<file path="src/rtl/core/rlpsd_pkg.sv">
// Shared types and codes for the RLP stream decoder.
// Holds event kinds, the result record and the controller/datapath links.
// No dependencies.
`timescale 1ns / 1ps

package rlpsd_pkg;

    localparam logic [2:0] KIND_INLINE  = 3'd0;
    localparam logic [2:0] KIND_SSTART  = 3'd1;
    localparam logic [2:0] KIND_SBYTE   = 3'd2;
    localparam logic [2:0] KIND_LSTART  = 3'd3;
    localparam logic [2:0] KIND_LEND    = 3'd4;
    localparam logic [2:0] KIND_ERROR   = 3'd5;

    typedef struct packed {
        logic [2:0]  kind;
        logic [7:0]  value;
        logic [15:0] item_length;
        logic [3:0]  nest_depth;
    } rlpsd_evt_t;

    typedef struct packed {
        logic load;
        logic decode;
        logic empty_end;
        logic pop;
        logic tail;
        logic flush;
    } rlpsd_cmd_t;

    typedef struct packed {
        logic discard;
        logic dec_ok;
        logic dec_empty;
        logic pop_due;
        logic tail_err;
        logic evt_valid;
        logic slot_ok;
        logic out_free;
    } rlpsd_stat_t;

endpackage

</file>
<file path="src/rtl/core/rlpsd_datapath.sv">
// Datapath of the RLP stream decoder: parse state, list end stack,
// one held event and the result register. Depends on rlpsd_pkg.
`timescale 1ns / 1ps

module rlpsd_datapath
    import rlpsd_pkg::*;
#(
    parameter int MAX_DEPTH = 8,
    parameter int LEN_BITS  = 16
) (
    input  logic              aclk,
    input  logic              aresetn,
    input  logic [7:0]        s_in_byte,
    input  logic              s_in_last,
    input  logic              m_ready,
    input  rlpsd_cmd_t        cmd,
    output rlpsd_stat_t       st,
    output logic              m_valid,
    output logic [2:0]        m_kind,
    output logic [7:0]        m_value,
    output logic [15:0]       m_item_length,
    output logic [3:0]        m_nest_depth,
    output logic              m_run_last
);

    localparam int LW = $clog2(MAX_DEPTH + 1);
    localparam int IW = (MAX_DEPTH > 1) ? $clog2(MAX_DEPTH) : 1;
    localparam int EW = LEN_BITS + 2;

    localparam logic [1:0] PH_PREFIX  = 2'd0;
    localparam logic [1:0] PH_LENGTH  = 2'd1;
    localparam logic [1:0] PH_PAYLOAD = 2'd2;
    localparam logic [1:0] PH_DISCARD = 2'd3;

    logic [7:0]          byte_reg;
    logic                last_reg;
    logic [1:0]          phase_reg;
    logic                pend_list_reg;
    logic [3:0]          left_reg;
    logic [LEN_BITS-1:0] accum_reg;
    logic [LEN_BITS-1:0] payload_reg;
    logic [LEN_BITS-1:0] pos_reg;
    logic [LW-1:0]       level_reg;
    logic [LEN_BITS-1:0] end_stack_reg [MAX_DEPTH];

    rlpsd_evt_t          evt_reg;
    logic                evt_valid_reg;
    rlpsd_evt_t          out_reg;
    logic                out_last_reg;
    logic                out_valid_reg;

    logic [LEN_BITS-1:0] base_pos;
    logic [EW-1:0]       nxt;
    logic                has_parent;
    logic [LW-1:0]       lvl_m1;
    logic [LW:0]         lvl_p1;
    logic [IW-1:0]       top_idx;
    logic [LEN_BITS-1:0] top;
    logic                is_inline;
    logic                is_sstr;
    logic                is_lstr;
    logic                is_llist;
    logic [3:0]          k4;
    logic [EW-1:0]       hdr_end;
    logic                hdr_fit;
    logic                acc_over;
    logic [LEN_BITS-1:0] acc_new;
    logic [3:0]          left_dec;
    logic [LEN_BITS-1:0] payload_dec;
    logic [LEN_BITS-1:0] start_len;
    logic [EW-1:0]       item_end;
    logic                over_parent;
    logic                list_bad;
    logic                do_start;
    logic                start_list;

    logic                d_ok;
    logic                d_emit;
    logic                d_empty;
    logic                d_push;
    rlpsd_evt_t          d_evt;
    logic [1:0]          phase_next;
    logic                pend_list_next;
    logic [3:0]          left_next;
    logic [LEN_BITS-1:0] accum_next;
    logic [LEN_BITS-1:0] payload_next;

    logic                soft_rst;
    logic                new_evt;
    rlpsd_evt_t          new_evt_data;
    logic                discard;

    assign discard    = phase_reg == PH_DISCARD;
    assign has_parent = level_reg != '0;
    assign lvl_m1     = level_reg - LW'(1);
    assign lvl_p1     = {1'b0, level_reg} + (LW + 1)'(1);
    assign top_idx    = has_parent ? lvl_m1[IW-1:0] : '0;
    assign top        = end_stack_reg[top_idx];

    always_comb begin
        base_pos = (phase_reg == PH_PREFIX && !has_parent) ? '0 : pos_reg;
        nxt      = EW'(base_pos) + EW'(1);

        is_inline = byte_reg < 8'h80;
        is_sstr   = byte_reg >= 8'h80 && byte_reg <= 8'hb7;
        is_lstr   = byte_reg >= 8'hb8 && byte_reg <= 8'hbf;
        is_llist  = byte_reg >= 8'hf8;
        k4        = is_lstr ? 4'(byte_reg - 8'hb7) : 4'(byte_reg - 8'hf7);
        hdr_end   = nxt + EW'(k4);
        hdr_fit   = !has_parent || hdr_end <= EW'(top);

        acc_over    = (accum_reg >> (LEN_BITS - 8)) != '0;
        acc_new     = (accum_reg << 8) | LEN_BITS'(byte_reg);
        left_dec    = left_reg - ((left_reg != 4'd0) ? 4'd1 : 4'd0);
        payload_dec = payload_reg - ((payload_reg != '0) ? LEN_BITS'(1) : '0);

        if (phase_reg == PH_PREFIX) begin
            start_len = is_sstr ? LEN_BITS'(byte_reg - 8'h80) : LEN_BITS'(byte_reg - 8'hc0);
        end else begin
            start_len = acc_new;
        end
        item_end    = nxt + EW'(start_len);
        over_parent = has_parent && item_end > EW'(top);
        list_bad    = (item_end >> LEN_BITS) != '0 || level_reg >= LW'(MAX_DEPTH)
                      || over_parent;

        d_ok           = 1'b1;
        d_emit         = 1'b0;
        d_empty        = 1'b0;
        d_push         = 1'b0;
        d_evt.kind        = KIND_SBYTE;
        d_evt.value       = 8'd0;
        d_evt.item_length = 16'd0;
        d_evt.nest_depth  = 4'(level_reg);
        phase_next     = phase_reg;
        pend_list_next = pend_list_reg;
        left_next      = left_reg;
        accum_next     = accum_reg;
        payload_next   = payload_reg;
        do_start       = 1'b0;
        start_list     = 1'b0;

        case (phase_reg)
            PH_PREFIX: begin
                if (is_inline) begin
                    d_emit      = 1'b1;
                    d_evt.kind  = KIND_INLINE;
                    d_evt.value = byte_reg;
                end else if (is_sstr) begin
                    do_start = 1'b1;
                end else if (is_lstr || is_llist) begin
                    d_ok           = hdr_fit;
                    pend_list_next = is_llist;
                    left_next      = k4;
                    accum_next     = '0;
                    phase_next     = PH_LENGTH;
                end else begin
                    do_start   = 1'b1;
                    start_list = 1'b1;
                end
            end
            PH_LENGTH: begin
                if (acc_over) begin
                    d_ok = 1'b0;
                end else begin
                    accum_next = acc_new;
                    left_next  = left_dec;
                    if (left_dec == 4'd0) begin
                        do_start   = 1'b1;
                        start_list = pend_list_reg;
                    end
                end
            end
            default: begin
                d_emit       = 1'b1;
                d_evt.kind   = KIND_SBYTE;
                d_evt.value  = byte_reg;
                payload_next = payload_dec;
                if (payload_dec == '0) begin
                    phase_next = PH_PREFIX;
                end
            end
        endcase

        if (do_start) begin
            d_evt.item_length = 16'(start_len);
            if (!start_list) begin
                if (over_parent) begin
                    d_ok = 1'b0;
                end else begin
                    d_emit       = 1'b1;
                    d_evt.kind   = KIND_SSTART;
                    payload_next = start_len;
                    phase_next   = (start_len != '0) ? PH_PAYLOAD : PH_PREFIX;
                end
            end else begin
                if (list_bad) begin
                    d_ok = 1'b0;
                end else begin
                    d_emit           = 1'b1;
                    d_evt.kind       = KIND_LSTART;
                    d_evt.nest_depth = 4'(lvl_p1);
                    d_empty          = start_len == '0;
                    d_push           = start_len != '0;
                    phase_next       = PH_PREFIX;
                end
            end
        end
    end

    // event source for the hold stage
    always_comb begin
        new_evt                  = 1'b0;
        new_evt_data.kind        = KIND_ERROR;
        new_evt_data.value       = 8'd0;
        new_evt_data.item_length = 16'd0;
        new_evt_data.nest_depth  = 4'(level_reg);
        if (cmd.decode && !discard) begin
            new_evt = !d_ok || d_emit;
            if (d_ok) begin
                new_evt_data = d_evt;
            end
        end else if (cmd.empty_end) begin
            new_evt                 = 1'b1;
            new_evt_data.kind       = KIND_LEND;
            new_evt_data.nest_depth = 4'(lvl_p1);
        end else if (cmd.pop) begin
            new_evt           = 1'b1;
            new_evt_data.kind = KIND_LEND;
        end else if (cmd.tail) begin
            new_evt = st.tail_err;
        end
    end

    assign soft_rst = (cmd.decode && last_reg && (discard || !d_ok))
                      || (cmd.tail && last_reg);

    always_ff @(posedge aclk) begin
        if (cmd.load) begin
            byte_reg <= s_in_byte;
            last_reg <= s_in_last;
        end
    end

    always_ff @(posedge aclk) begin
        if (!aresetn || soft_rst) begin
            phase_reg     <= PH_PREFIX;
            pend_list_reg <= 1'b0;
            left_reg      <= 4'd0;
            accum_reg     <= '0;
            payload_reg   <= '0;
            pos_reg       <= '0;
            level_reg     <= '0;
        end else if (cmd.decode && !discard) begin
            if (!d_ok) begin
                phase_reg <= PH_DISCARD;
            end else begin
                phase_reg     <= phase_next;
                pend_list_reg <= pend_list_next;
                left_reg      <= left_next;
                accum_reg     <= accum_next;
                payload_reg   <= payload_next;
                pos_reg       <= nxt[LEN_BITS-1:0];
                if (d_push) begin
                    level_reg <= level_reg + LW'(1);
                end
            end
        end else if (cmd.pop) begin
            level_reg <= lvl_m1;
        end
    end

    always_ff @(posedge aclk) begin
        if (cmd.decode && !discard && d_ok && d_push) begin
            end_stack_reg[level_reg[IW-1:0]] <= item_end[LEN_BITS-1:0];
        end
    end

    always_ff @(posedge aclk) begin
        if (!aresetn) begin
            evt_valid_reg <= 1'b0;
            out_valid_reg <= 1'b0;
        end else begin
            if (new_evt) begin
                evt_valid_reg <= 1'b1;
                if (evt_valid_reg) begin
                    out_valid_reg <= 1'b1;
                end else if (m_ready) begin
                    out_valid_reg <= 1'b0;
                end
            end else if (cmd.flush) begin
                evt_valid_reg <= 1'b0;
                out_valid_reg <= 1'b1;
            end else if (m_ready) begin
                out_valid_reg <= 1'b0;
            end
        end
    end

    always_ff @(posedge aclk) begin
        if (new_evt) begin
            evt_reg <= new_evt_data;
            if (evt_valid_reg) begin
                out_reg      <= evt_reg;
                out_last_reg <= 1'b0;
            end
        end else if (cmd.flush) begin
            out_reg      <= evt_reg;
            out_last_reg <= 1'b1;
        end
    end

    always_comb begin
        st.discard   = discard;
        st.dec_ok    = d_ok;
        st.dec_empty = d_empty;
        st.pop_due   = has_parent && top <= pos_reg;
        st.tail_err  = last_reg && (phase_reg != PH_PREFIX || has_parent);
        st.evt_valid = evt_valid_reg;
        st.out_free  = !out_valid_reg || m_ready;
        st.slot_ok   = !evt_valid_reg || !out_valid_reg || m_ready;
    end

    assign m_valid       = out_valid_reg;
    assign m_kind        = out_reg.kind;
    assign m_value       = out_reg.value;
    assign m_item_length = out_reg.item_length;
    assign m_nest_depth  = out_reg.nest_depth;
    assign m_run_last    = out_last_reg;

endmodule

</file>
<file path="src/rtl/core/rlpsd_ctrl.sv">
// Controller of the RLP stream decoder: sequences decode, list closes,
// trailing error and the final transfer of each byte. Depends on rlpsd_pkg.
`timescale 1ns / 1ps

module rlpsd_ctrl
    import rlpsd_pkg::*;
(
    input  logic        aclk,
    input  logic        aresetn,
    input  logic        s_valid,
    output logic        s_ready,
    input  rlpsd_stat_t st,
    output rlpsd_cmd_t  cmd
);

    localparam logic [2:0] S_IDLE   = 3'd0;
    localparam logic [2:0] S_DECODE = 3'd1;
    localparam logic [2:0] S_EMPTY  = 3'd2;
    localparam logic [2:0] S_POP    = 3'd3;
    localparam logic [2:0] S_FLUSH  = 3'd4;

    logic [2:0] state_reg;
    logic [2:0] state_next;

    always_comb begin
        state_next = state_reg;
        cmd        = '0;
        s_ready    = 1'b0;
        unique case (state_reg)
            S_IDLE: begin
                s_ready = 1'b1;
                if (s_valid) begin
                    cmd.load   = 1'b1;
                    state_next = S_DECODE;
                end
            end
            S_DECODE: begin
                cmd.decode = 1'b1;
                if (st.discard) begin
                    state_next = S_IDLE;
                end else if (!st.dec_ok) begin
                    state_next = S_FLUSH;
                end else if (st.dec_empty) begin
                    state_next = S_EMPTY;
                end else begin
                    state_next = S_POP;
                end
            end
            S_EMPTY: begin
                if (st.slot_ok) begin
                    cmd.empty_end = 1'b1;
                    state_next    = S_POP;
                end
            end
            S_POP: begin
                if (st.pop_due) begin
                    cmd.pop = st.slot_ok;
                end else if (!st.tail_err || st.slot_ok) begin
                    cmd.tail   = 1'b1;
                    state_next = S_FLUSH;
                end
            end
            S_FLUSH: begin
                if (!st.evt_valid) begin
                    state_next = S_IDLE;
                end else if (st.out_free) begin
                    cmd.flush  = 1'b1;
                    state_next = S_IDLE;
                end
            end
            default: begin
                state_next = S_IDLE;
            end
        endcase
    end

    always_ff @(posedge aclk) begin
        if (!aresetn) begin
            state_reg <= S_IDLE;
        end else begin
            state_reg <= state_next;
        end
    end

endmodule

</file>
<file path="src/rtl/core/rlp_stream_decoder_top.sv">
// RLP stream decoder: takes one byte of an RLP frame per input transfer and
// emits the token events it causes. Input channel s_valid/s_ready carries
// s_in_byte and s_in_last (final byte of the top-level frame). Result channel
// m_valid/m_ready carries m_kind, m_value, m_item_length, m_nest_depth and
// m_run_last, which marks the last event caused by one input byte; a byte
// may cause no event, or several (list closes, empty list, trailing error).
// One byte is in work at a time. A byte passes from transfer to readiness
// for the next through accept, decode, close check and final transfer; an
// empty list adds an empty-list end step after decode, and each list close
// adds a close step. A byte that raises an error goes from decode to the
// final transfer, and bytes dropped after an error go from decode back to
// accept. Each event is held first and then moves to the result register.
// A held event and the result register hold events while the receiver
// stalls; the sequencer waits only when both are full.
// Reset (aresetn low at a rising edge) clears the parse state, the open list
// count and both result stages; the list end stack needs no clearing.
// Parameters: MAX_DEPTH sets the stack of open lists, LEN_BITS the length
// and position range.
`timescale 1ns / 1ps

module rlp_stream_decoder_top
    import rlpsd_pkg::*;
#(
    parameter int MAX_DEPTH = 8,
    parameter int LEN_BITS  = 16
) (
    input  logic        aclk,
    input  logic        aresetn,
    input  logic        s_valid,
    output logic        s_ready,
    input  logic [7:0]  s_in_byte,
    input  logic        s_in_last,
    output logic        m_valid,
    input  logic        m_ready,
    output logic [2:0]  m_kind,
    output logic [7:0]  m_value,
    output logic [15:0] m_item_length,
    output logic [3:0]  m_nest_depth,
    output logic        m_run_last
);

    rlpsd_cmd_t  cmd;
    rlpsd_stat_t st;

    rlpsd_ctrl u_ctrl (
        .aclk    (aclk),
        .aresetn (aresetn),
        .s_valid (s_valid),
        .s_ready (s_ready),
        .st      (st),
        .cmd     (cmd)
    );

    rlpsd_datapath #(
        .MAX_DEPTH (MAX_DEPTH),
        .LEN_BITS  (LEN_BITS)
    ) u_datapath (
        .aclk          (aclk),
        .aresetn       (aresetn),
        .s_in_byte     (s_in_byte),
        .s_in_last     (s_in_last),
        .m_ready       (m_ready),
        .cmd           (cmd),
        .st            (st),
        .m_valid       (m_valid),
        .m_kind        (m_kind),
        .m_value       (m_value),
        .m_item_length (m_item_length),
        .m_nest_depth  (m_nest_depth),
        .m_run_last    (m_run_last)
    );

endmodule
</file>
<file path="config.mk">
export PLATFORM = sky130hd
export DESIGN_NAME = rlp_stream_decoder_top
export DESIGN_NICKNAME = d
export VERILOG_FILES = /design/src/rtl/core/rlpsd_pkg.sv /design/src/rtl/core/rlpsd_datapath.sv /design/src/rtl/core/rlpsd_ctrl.sv /design/src/rtl/core/rlp_stream_decoder_top.sv
export SDC_FILE = /design/constraint.sdc
export NUM_CORES = 1
export LEC_CHECK = 0
export ABC_CLOCK_PERIOD_IN_PS = 25900
export BUFFER_PORTS_ARGS = -buffer_cell sky130_fd_sc_hd__buf_2
export CAP_MARGIN = 20
export CORE_MARGIN = 8
export CORE_UTILIZATION = 40
export DETAILED_ROUTE_END_ITERATION = 8
export PLACE_DENSITY = 0.58
export SYNTH_ARGS = -nofsm -noshare
export SYNTH_HDL_FRONTEND = slang
export SYNTH_SLANG_ARGS = --single-unit
</file>
<file path="constraint.sdc">
create_clock -name aclk -period 25.9 [get_ports aclk]
set_input_delay 5.18 -clock aclk [delete_from_list [all_inputs] [get_ports aclk]]
set_output_delay 5.18 -clock aclk [all_outputs]
set_load 0.05 [all_outputs]
</file>
==> results of run 1 <==
==> worst max-delay path, delay by kind of cell, from the launching register on <==
| kind | cells | cell delay [ns] |
|---|---|---|
| adder cells (fa/ha/maj) | 4 | 1.75 |
| buffers and inverters | 6 | 2.12 |
| AND/OR/NAND/NOR | 9 | 2.04 |
| flip-flops | 1 | 0.68 |
| XOR/XNOR | 2 | 0.48 |
| AO/OA/AOI/OAI | 13 | 2.57 |
==> worst max path at each step <==
stage                                                  endpoint                                 start
after floorplan           u_datapath.m_item_length[0]$_DFFE_PP_  u_datapath.level_reg[0]$_SDFFE_PP0P_
after global placement     u_datapath.evt_reg[21]$_SDFFCE_PN0N_  u_datapath.level_reg[0]$_SDFFE_PP0P_
after detailed placement   u_datapath.evt_reg[29]$_SDFFCE_PN0N_  u_datapath.level_reg[0]$_SDFFE_PP0P_
after CTS                  u_datapath.evt_reg[29]$_SDFFCE_PN0N_  u_datapath.level_reg[0]$_SDFFE_PP0P_
after global routing       u_datapath.evt_reg[29]$_SDFFCE_PN0N_  u_datapath.level_reg[0]$_SDFFE_PP0P_
final                      u_datapath.evt_reg[29]$_SDFFCE_PN0N_  u_datapath.level_reg[0]$_SDFFE_PP0P_
==> layout by cell type, fill, tap and decap left out, types with 21 or more instances in the layout <==
cell type	n
nand3_1	51
buf_4	27
ha_1	80
inv_1	72
nand4_1	30
edfxtp_1	200
dfxtp_1	64
mux2i_1	35
a211oi_1	21
nand2_1	65
nand2b_1	28
nor2_1	78
o21a_1	26
clkbuf_16	29
nor3_1	31
o21ai_0	69
buf_2	46
a21oi_1	92
xnor2_1	41
==> metrics by stage <==
stage          hold WS (ns)  instance area, um2  cells  setup WS [ns]
4_1_cts               0.419               16100   1832          16.02
5_1_grt               0.415               16100   1834          15.24
6_report              0.418               16100   1834          16.04
2_1_floorplan         0.400               14500   1318          16.68
3_3_place_gp          0.405               15200   1782          16.20
3_5_place_dp          0.405               15200   1783          16.08
==> logic make-up (layout without fill, tap and decap cells) <==
kind of cell,Yosys count,count (layout),synth area share (%)
simple gates,380,380,14.0
compound gates,326,326,14.9
flops,264,264,50.4
buf+inv,144,199,4.05
fa+ha+maj,82,82,7.20
mux,68,68,6.24
xor+xnor,54,54,3.27
==> layout make-up <==
type,instances,area (um2)
fill,3326,19400
tap,461,577
multi-input combinational,910,6640
inverter,75,282
clock buffer,36,762
clock inverter,13,118
sequential,264,7290
timing repair buffer,75,488
==> layer usage <==
| metal | global-route usage (%) | part of all wire [%] | vias up |
|---|---|---|---|
| met5 | 0 | 0 | - |
| met4 | 7.10 | 3.8 | 0 |
| met3 | 2.68 | 4.8 | 83 |
| met2 | 29.8 | 46 | 317 |
| met1 | 25.8 | 46 | 5277 |
| li1 | - | - | 5076 |
==> power groups by stage <==
stage	registers, mW	logic [mW]	clock network (mW)
global route	0.593	0.919	0.406
floorplan	0.602	0.563	0
finish	0.588	0.832	0.384
detailed placement	0.596	0.821	0
global placement	0.596	0.805	0
CTS	0.587	0.825	0.392
==> run summary, run 1 <==
====================================================================================
Post-CTS Hold Buffers .................................................            0
Drt drc ...............................................................            0
Count leader, synth ...................................................     edfxtp_1
Summed negative setup slack over all endpoints ........................         0 ns
Required arrival time at the worst endpoint ...........................     26.28 ns
Clock sink count ......................................................          264
Max incr delay on CP ..................................................      0.79 ns
R2R Path Start ........................................................ u_datapath.level_reg[0]$_SDFFE_PP0P_
Data arrival, critical path ...........................................     10.24 ns
Area of the core ......................................................   0.0356 mm2
Number of nets in the final layout ....................................        1,450
Max Freq ..............................................................      101 MHz
Proportion of power drawn by the clock network ........................        21.3%
Unrepaired setup endpoints after global routing .......................        false
Mapped Avg Cell Area ..................................................     11.0 um2
Hold path depth .......................................................            0
Status ................................................................ finished clean
Share of flip-flops with an asynchronous set or reset after synthesis .           0%
Number of antenna cells inserted ......................................            0
Clock-pin slew on the worst setup and hold paths ......................      0.06 ns
Most common library cells after synthesis ............................. edfxtp_1, a21oi_1, ha_1, nor2_1, inv_1
Post-DP HPWL ..........................................................      28.9 mm
Critical path start-end classification ................................      reg2reg
Layout area overhead ..................................................        11.7%
Switching power .......................................................     0.745 mW
Leakage ...............................................................      5.71 nW
Total Routed Length ...................................................      40.0 mm
Endpoint of the lowest-slack register-to-register path ................ u_datapath.evt_reg[29]$_SDFFCE_PN0N_
H-Tree Depth ..........................................................            1
Cell area after synthesis .............................................   0.0145 mm2
PD cells ..............................................................   112 mW/mm2
Port-buffer cells .....................................................           46
Portion of the post-synthesis area used by sequential elements ........        50.4%
Routability-driven placement congestion ratio .........................        0.918
Cell count after synthesis ............................................        1,318
Starting DRC count in detailed routing ................................          848
Destination of the worst hold path .................................... u_datapath.m_kind[0]$_DFFE_PP_
Max cap viols .........................................................            0
Worst Tran Pin Value ..................................................      1.06 ns
Clock tree from TritonCTS .............................................         done
Count of vias placed by the detailed router ...........................       10,800
Primary flip-flop cell chosen by synthesis mapping ....................     edfxtp_1
I/O pin cnt ...........................................................           47
Sequential fraction of design power ...................................        32.6%
First-pass GRT wire length ............................................      62.1 mm
Placement Rows ........................................................           69
First-pass iteration count of the detailed router .....................            5
Final design utilization ..............................................        45.4%
Post-route clock skew .................................................    0.0132 ns
Final number of setup-violating endpoints .............................            0
Yosys warning count ...................................................            0
Number of buffers inserted to repair setup after CTS ..................            0
Maximum number of pins on one net before global-route repair ..........           52
Min Clock Period, post-route ..........................................      9.86 ns
Share of post-route cells with drive strength above 1 .................        12.9%
Initial antenna violation count .......................................            1
Peak VDD IR ...........................................................      51.5 uV
Buffers from clock root to sink, at most ..............................            3
Internal power consumption ............................................      1.06 mW
Count of nets left with antenna violations after detail routing .......            0
Fraction of post-synthesis cell area in the top cell type by area .....        41.6%
Switch share ..........................................................        41.3%
Vias in the first global route ........................................       10,500
Nets in the synthesized netlist .......................................        1,413
Unique cell type count in the Yosys netlist ...........................           83
Type of destination of the critical path ..............................     register
Floorplan die area ....................................................   0.0425 mm2
Register-to-register setup slack ......................................     16.04 ns
Slowest library cell on the worst path ................................     clkinv_1
Starting density of the core ..........................................        40.6%
Min-delay worst type ..................................................      reg2reg
Wire length per cell after detailed routing ...........................      21.8 um
Die outline width .....................................................       206 um
Beginning of the worst hold path ...................................... u_datapath.evt_reg[28]$_DFFE_PN_
Number of enable flip-flop cells after synthesis ......................          200
Ranking of synthesized cells by area .................................. edfxtp_1, dfxtp_1, ha_1
Clock Root Buffer .....................................................    clkbuf_16
Total grt overflow ....................................................            0
Maximum net fanout on the critical path ...............................           51
Total track usage .....................................................        18.8%
Final period util .....................................................        38.1%
Startpoint type of the worst setup path ...............................     register
Post-CTS resize count .................................................            0
Count of state elements after synthesis ...............................          264
Length in cells of the worst reg-to-reg path ..........................           34
Final-report hold violation count .....................................            0
Pins over their slew limit ............................................            0
Power Total ...........................................................      1.80 mW
Share of power burned in combinational logic ..........................        46.1%
Clock buffer count from CTS ...........................................           29
Vias/cell .............................................................         5.86
Vert. Die Dim .........................................................       206 um
Relative slew slack ...................................................        28.7%
Number of flip-flops under the largest register name ..................          128
Cell taking the most area after synthesis .............................     edfxtp_1
Clk_lat worst skew ....................................................      0.56 ns
====================================================================================
Note: power is estimated with default switching activity, not from simulation.
==> run 2, diff against run 1 <==
--- a/config.mk
+++ b/config.mk
@@ -5,7 +5,7 @@
 export SDC_FILE = /design/constraint.sdc
 export NUM_CORES = 1
 export LEC_CHECK = 0
-export ABC_CLOCK_PERIOD_IN_PS = 25900
+export ABC_CLOCK_PERIOD_IN_PS = 9880
 export BUFFER_PORTS_ARGS = -buffer_cell sky130_fd_sc_hd__buf_2
 export CAP_MARGIN = 20
 export CORE_MARGIN = 8
==> constraint.sdc (replaced) <==
create_clock -name aclk -period 9.88 [get_ports aclk]
set_input_delay 1.976 -clock aclk [delete_from_list [all_inputs] [get_ports aclk]]
set_output_delay 1.976 -clock aclk [all_outputs]
set_load 0.05 [all_outputs]
==> run 2 against run 1 <==
Net effect:
- utilization up 0.21 points
- maximum frequency up 9.4%
- final cell count about the same
- flip-flop and latch count unchanged
- global-route usage down 0.33 points
- critical path type unchanged
==> run summary, run 2 (same netlist as run 1, synthesis figures left out) <==
==============================================================================
Status .......................................................... finished clean
Unrepaired setup endpoints after global routing .................        false
Leakage .........................................................      5.75 nW   +0.66%
Clk_lat worst skew ..............................................      0.57 ns   about the same
Total Routed Length .............................................      39.4 mm   -1.3%
Routability-driven placement congestion ratio ...................        0.906   -1.3%
Number of flip-flops under the largest register name ............          128   unchanged
Multi-input combinational cell area .............................  0.00664 mm2   unchanged
Post-route clock skew ...........................................    0.0302 ns   +0.0170 ns
PD cells ........................................................   296 mW/mm2   +170%
Critical path startpoint ........................................ u_datapath.level_reg[0]$_SDFFE_PP0P_
Leading cell type in the layout, fill and taps excluded .........     edfxtp_1
Placement Rows ..................................................           69   unchanged
Final-report hold violation count ...............................            0   unchanged
Maximum net fanout on the critical path .........................           14   -73%
Starting density of the core ....................................        40.6%   unchanged
Most common cell on crit path ...................................         ha_1
Total non-filler cell area in the finished layout ...............   0.0162 mm2   +0.47%
Number of filler cells placed in the layout .....................        3,390   +1.9%
Area of the core ................................................   0.0356 mm2   unchanged
Floorplan die area ..............................................   0.0425 mm2   unchanged
Critical path start-end classification ..........................      reg2reg
Min Clock Period, post-route ....................................      9.02 ns   -0.843 ns
Footprint of the flip-flops and latches .........................  0.00729 mm2   unchanged
Total track usage ...............................................        18.4%   -0.33 points
H-Tree Depth ....................................................            1   unchanged
R2R Path Start .................................................. u_datapath.level_reg[0]$_SDFFE_PP0P_
Max incr delay on CP ............................................      0.94 ns   +0.15 ns
Min-delay worst type ............................................      reg2reg
Initial antenna violation count .................................            2   +1
Clock Root Buffer ...............................................    clkbuf_16
Number of nets in the final layout ..............................        1,448   -0.14%
Worst Tran Pin Value ............................................      1.13 ns   +0.0651 ns
Final period util ...............................................        91.3%   +53 points
Beginning of the worst hold path ................................ u_datapath.evt_reg[23]$_SDFFCE_PN0N_
Post-DP HPWL ....................................................      28.2 mm   -2.6%
Die outline width ...............................................       206 um   unchanged
Layout area overhead ............................................        12.3%
Final number of setup-violating endpoints .......................            0   unchanged
Maximum number of pins on one net before global-route repair ....           56   +7.7%
Placed Area .....................................................   0.0152 mm2   about the same
Slack of the critical path ......................................     0.864 ns   -15.18 ns
Post-CTS Hold Buffers ...........................................            0   unchanged
Required arrival time at the worst endpoint .....................     10.12 ns   -16.16 ns
Total grt overflow ..............................................            0   unchanged
Summed negative setup slack over all endpoints ..................         0 ns   unchanged
Clock-pin slew on the worst setup and hold paths ................      0.06 ns   about the same
Drt drc .........................................................            0   unchanged
Clock tree from TritonCTS .......................................         done
Final design utilization ........................................        45.6%   +0.21 points
Vias/cell .......................................................         5.81   -0.83%
Pins over their slew limit ......................................            0   unchanged
Starting DRC count in detailed routing ..........................          825   -2.7%
Post-CTS resize count ...........................................            0   unchanged
Port-buffer cells ...............................................           46   unchanged
Count of nets left with antenna violations after detail routing .            0   unchanged
Leading cell types in the layout, fill and taps excluded ........ edfxtp_1, a21oi_1, ha_1
Number of buffers inserted to repair setup after CTS ............            0   unchanged
Number of antenna cells inserted ................................            0   unchanged
Max Freq ........................................................      111 MHz   +9.4%
Slowest library cell on the worst path ..........................      o41ai_1
I/O pin cnt .....................................................           47   unchanged
Relative slew slack .............................................        22.9%   -5.8 points
Max cap viols ...................................................            0   unchanged
First-pass GRT wire length ......................................      61.2 mm   -1.5%
Clock sink count ................................................          264   unchanged
Wire length per cell after detailed routing .....................      21.5 um   -1.4%
Minimum setup slack after placement .............................     0.825 ns   -15.26 ns
Type of destination of the critical path ........................     register
Power Total .....................................................      4.80 mW   +170%
First-pass iteration count of the detailed router ...............            5   unchanged
Data arrival, critical path .....................................      9.25 ns   -0.99 ns
Peak VDD IR .....................................................       159 uV   +210%
Vias in the first global route ..................................       10,300   -2.0%
Clock buffer count from CTS .....................................           28   -3.4%
Startpoint type of the worst setup path .........................     register
Share of post-route cells with drive strength above 1 ...........        12.9%   about the same
Buffers from clock root to sink, at most ........................            3   unchanged
Count of vias placed by the detailed router .....................       10,700   -0.77%
Vert. Die Dim ...................................................       206 um   unchanged
==============================================================================
[run 2: cell count changes in the layout (fill, tap and decap cells not counted)]
cell	change
inv_16	-1
buf_16	-1
bufinv_16	+4
buf_12	+2
clkinvlp_4	-2
clkinv_2	+3
inv_6	-1
clkbuf_1	-2
buf_4	-2
clkinv_16	+1
clkinv_4	-1
clkbuf_16	-1
clkbuf_8	-1
clkinv_1	+3
[run 2: metrics by stage]
stage / hold slack (ns) / std cells
3_5_place_dp: 0.405 / 1782
5_1_grt: 0.422 / 1835
6_report: 0.418 / 1835
2_1_floorplan: 0.400 / 1318
4_1_cts: 0.420 / 1833
3_3_place_gp: 0.404 / 1780
[run 2: report_power, final]
| group | switching, mW | internal [mW] | total, mW | leakage, nW |
|---|---|---|---|---|
| registers | 0.107 | 1.44 | 1.55 | 2.36 |
| clock network | 0.443 | 0.651 | 1.09 | 0.461 |
| logic | 1.40 | 0.761 | 2.16 | 2.93 |
[run 2: worst max-delay path, delay by kind of cell, from the launching register on]
| kind | cells | cell delay, ns |
|---|---|---|
| buf+inv | 3 | 0.70 |
| compound gates | 11 | 2.88 |
| flops | 1 | 0.68 |
| xor+xnor | 2 | 0.49 |
| simple gates | 11 | 2.41 |
| fa+ha+maj | 4 | 1.49 |
[run 2: path summary, 6_finish.rpt]
kind / endpoint / slack, ns / cells past startpoint
max reg2reg: u_datapath.end_stack_reg[2][14]$_DFFE_PP_ / 0.86 / 31
min reg2reg: u_datapath.m_value[3]$_DFFE_PP_ / 0.42 / 0
min: u_datapath.m_value[3]$_DFFE_PP_ / 0.42 / 0
max: u_datapath.end_stack_reg[2][14]$_DFFE_PP_ / 0.86 / 31
[run 2: final cells by class]
class,count,share of cell area (%)
Sequential cell,264,44.9
Multi-Input combinational cell,910,40.9
Clock buffer,32,4.41
Tap cell,461,3.56
Timing Repair Buffer,74,2.99
Inverter,75,1.74
Clock inverter,19,1.49
[run 2: per-layer routing]
metal,GRT usage (%),wire [um],up-vias
li1,-,-,5060
met1,25.7,18200,5223
met2,29.6,17900,333
met3,2.76,2390,54
met4,4.97,1020,0
met5,0,0,-
==> run 3, diff against run 2 <==
--- a/config.mk
+++ b/config.mk
@@ -8,9 +8,10 @@
 export ABC_CLOCK_PERIOD_IN_PS = 9880
 export BUFFER_PORTS_ARGS = -buffer_cell sky130_fd_sc_hd__buf_2
 export CAP_MARGIN = 20
-export CORE_MARGIN = 8
+export CORE_MARGIN = 1.5
 export CORE_UTILIZATION = 40
 export DETAILED_ROUTE_END_ITERATION = 8
+export MAX_ROUTING_LAYER = met4
 export PLACE_DENSITY = 0.58
 export SYNTH_ARGS = -nofsm -noshare
 export SYNTH_HDL_FRONTEND = slang
==> run 3 against run 2 <==
Net effect:
- sequential power barely moved
- worst hold slack barely moved
- via count rose by 0.22%
- largest power group unchanged
==> run summary, run 3 (same netlist as run 1, synthesis figures left out) <==
==============================================================================
Status .......................................................... finished clean
Max cap viols ...................................................            0   unchanged
First-pass iteration count of the detailed router ...............            5   unchanged
Unrepaired setup endpoints after global routing .................        false
Final period util ...............................................        88.9%   -2.4 points
Total Routed Length .............................................      40.0 mm   +1.5%
Total non-filler cell area in the finished layout ...............   0.0161 mm2   -0.53%
Register-to-register setup slack ................................      1.10 ns   +0.23 ns
Maximum number of pins on one net before global-route repair ....           56   unchanged
Beginning of the worst hold path ................................ u_datapath.evt_reg[11]$_SDFFCE_PN0N_
Destination of the worst hold path .............................. u_datapath.m_item_length[7]$_DFFE_PP_
Critical path start-end classification ..........................      reg2reg
Min Clock Period, post-route ....................................      8.78 ns   -0.233 ns
Post-CTS Hold Buffers ...........................................            0   unchanged
Routability-driven placement congestion ratio ...................        0.931   +2.8%
Cells after DPL .................................................        1,781   -0.056%
Vias in the first global route ..................................       10,300   +0.58%
Wire length per cell after detailed routing .....................      21.8 um   +1.3%
Total grt overflow ..............................................            0   unchanged
Area of the core ................................................   0.0356 mm2   unchanged
Clock tree from TritonCTS .......................................         done
Number of filler cells placed in the layout .....................        3,344   -1.4%
Relative slew slack .............................................        26.2%   +3.2 points
Initial antenna violation count .................................            0   -2
Summed negative setup slack over all endpoints ..................         0 ns   unchanged
Multi-input combinational cell area .............................  0.00664 mm2   unchanged
Share of post-route cells with drive strength above 1 ...........        12.6%   -0.25 points
Post-route clock skew ...........................................    0.0219 ns   -0.00828 ns
Count of vias placed by the detailed router .....................       10,700   +0.22%
Clk_lat worst skew ..............................................      0.55 ns   -0.02 ns
Number of antenna cells inserted ................................            0   unchanged
H-Tree Depth ....................................................            1   unchanged
Endpoint of the lowest-slack register-to-register path .......... u_datapath.evt_reg[4]$_SDFFCE_PN0N_
PD cells ........................................................   293 mW/mm2   -0.95%
Slowest library cell on the worst path ..........................      o41ai_1
Peak VDD IR .....................................................       201 uV   +27%
Type of destination of the critical path ........................     register
Starting DRC count in detailed routing ..........................        1,003   +22%
First-pass GRT wire length ......................................      61.5 mm   +0.50%
Final number of setup-violating endpoints .......................            0   unchanged
Final-report hold violation count ...............................            0   unchanged
Required arrival time at the worst endpoint .....................     10.27 ns   +0.15 ns
Vias/cell .......................................................         5.82   about the same
Footprint of the flip-flops and latches .........................  0.00729 mm2   unchanged
Post-layout instance count excluding filler cells ...............        1,838   +0.16%
Floorplan die area ..............................................   0.0373 mm2   -12%
Post-CTS resize count ...........................................            0   unchanged
Count of nets left with antenna violations after detail routing .            0   unchanged
Die outline width ...............................................       193 um   -6.3%
Drt drc .........................................................            0   unchanged
Length in cells of the worst reg-to-reg path ....................           28   -9.7%
Layout area overhead ............................................        11.7%
Placement Rows ..................................................           69   unchanged
Max Freq ........................................................      114 MHz   +2.7%
Leading cell type in the layout, fill and taps excluded .........     edfxtp_1
Hold path depth .................................................            0   unchanged
Clock Root Buffer ...............................................    clkbuf_16
Port-buffer cells ...............................................           46   unchanged
Worst Tran Pin Value ............................................      1.10 ns   -0.0275 ns
Starting density of the core ....................................        40.6%   unchanged
Min-delay worst type ............................................      reg2reg
Total track usage ...............................................        22.4%   +3.9 points
Maximum net fanout on the critical path .........................           51   +37
R2R Path Start .................................................. u_datapath.level_reg[0]$_SDFFE_PP0P_
Most common cell on crit path ...................................         ha_1
Vert. Die Dim ...................................................       193 um   -6.3%
Leading cell types in the layout, fill and taps excluded ........ edfxtp_1, a21oi_1, ha_1
Buffers from clock root to sink, at most ........................            3   unchanged
Post-DP HPWL ....................................................      28.7 mm   +1.8%
Data arrival, critical path .....................................      9.17 ns   -0.08 ns
Clock-pin slew on the worst setup and hold paths ................      0.06 ns   about the same
Clock sink count ................................................          264   unchanged
Placed Area .....................................................   0.0152 mm2   about the same
Pins over their slew limit ......................................            0   unchanged
Clock buffer count from CTS .....................................           28   unchanged
Leakage .........................................................      5.71 nW   -0.63%
Max incr delay on CP ............................................      0.87 ns   -0.07 ns
Number of nets in the final layout ..............................        1,450   +0.14%
I/O pin cnt .....................................................           47   unchanged
Number of buffers inserted to repair setup after CTS ............            0   unchanged
Startpoint type of the worst setup path .........................     register
Number of flip-flops under the largest register name ............          128   unchanged
==============================================================================
run 3: changes by cell type in the layout (fill, tap and decap cells not counted), sizes merged:
cell | previous run | this run
clkbuf | 32 | 42
bufinv | 5 | 1
clkinv | 14 | 10
buf | 74 | 76
clkinvlp | 1 | 0
run 3: area by class of cell:
type                       instances  area share [%]
tap                              461            3.57
multi-input combinational        910            41.1
clock inverter                    10           0.512
sequential                       264            45.2
clock buffer                      42            4.79
timing repair buffer              76            3.10
inverter                          75            1.74
run 3: worst max-delay path: cells and delay by family (launching register included):
kind	cells	cell delay, ns
AOI/OAI and AO/OA	11	3.00
xor gates and xnor gates	2	0.84
adders and majority gates	4	1.40
buffers and inverters	2	0.59
DFF	1	0.49
and+or+nand+nor	9	2.26
run 3: routing by layer:
layer  vias to the layer above  wire, um  track usage, %
li1                       5074         -               -
met1                      5238     19000            31.4
met2                       314     17800            33.6
met3                        67      2110            2.91
met4                         0      1140            6.80
met5                         -         0               -
run 3: through the flow:
step | power (mW) | hold slack, ns | utilization, % | worst slack [ns]
floorplan | 3.06 | 0.400 | - | 0.658
finish | 4.73 | 0.418 | 45.4 | 1.10
CTS | 4.72 | 0.420 | 45.2 | 1.24
global route | 5.03 | 0.425 | 45.4 | 0.401
global placement | 3.68 | 0.405 | 42.7 | 1.41
detailed placement | 3.72 | 0.406 | 42.8 | 1.24
run 3: power breakdown:
group / total, mW / switching [mW] / internal, mW
clock network: 0.991 / 0.426 / 0.565
logic: 2.20 / 1.44 / 0.762
registers: 1.54 / 0.102 / 1.44
total: 4.73 / 1.97 / 2.77
run 3: how the worst max path moves through the flow:
stage	startpoint	end	cells after the start	slack, ns
4_1_cts	u_datapath.level_reg[0]$_SDFFE_PP0P_	u_datapath.evt_reg[4]$_SDFFCE_PN0N_	28	1.24
3_5_place_dp	u_datapath.level_reg[0]$_SDFFE_PP0P_	u_datapath.payload_reg[3]$_SDFFE_PP0P_	27	1.24
2_1_floorplan	u_datapath.level_reg[0]$_SDFFE_PP0P_	u_datapath.m_item_length[0]$_DFFE_PP_	31	0.66
5_1_grt	u_datapath.level_reg[0]$_SDFFE_PP0P_	u_datapath.evt_reg[4]$_SDFFCE_PN0N_	28	0.40
3_3_place_gp	u_datapath.level_reg[0]$_SDFFE_PP0P_	u_datapath.evt_reg[11]$_SDFFCE_PN0N_	28	1.41
6_report	u_datapath.level_reg[0]$_SDFFE_PP0P_	u_datapath.evt_reg[4]$_SDFFCE_PN0N_	28	1.10
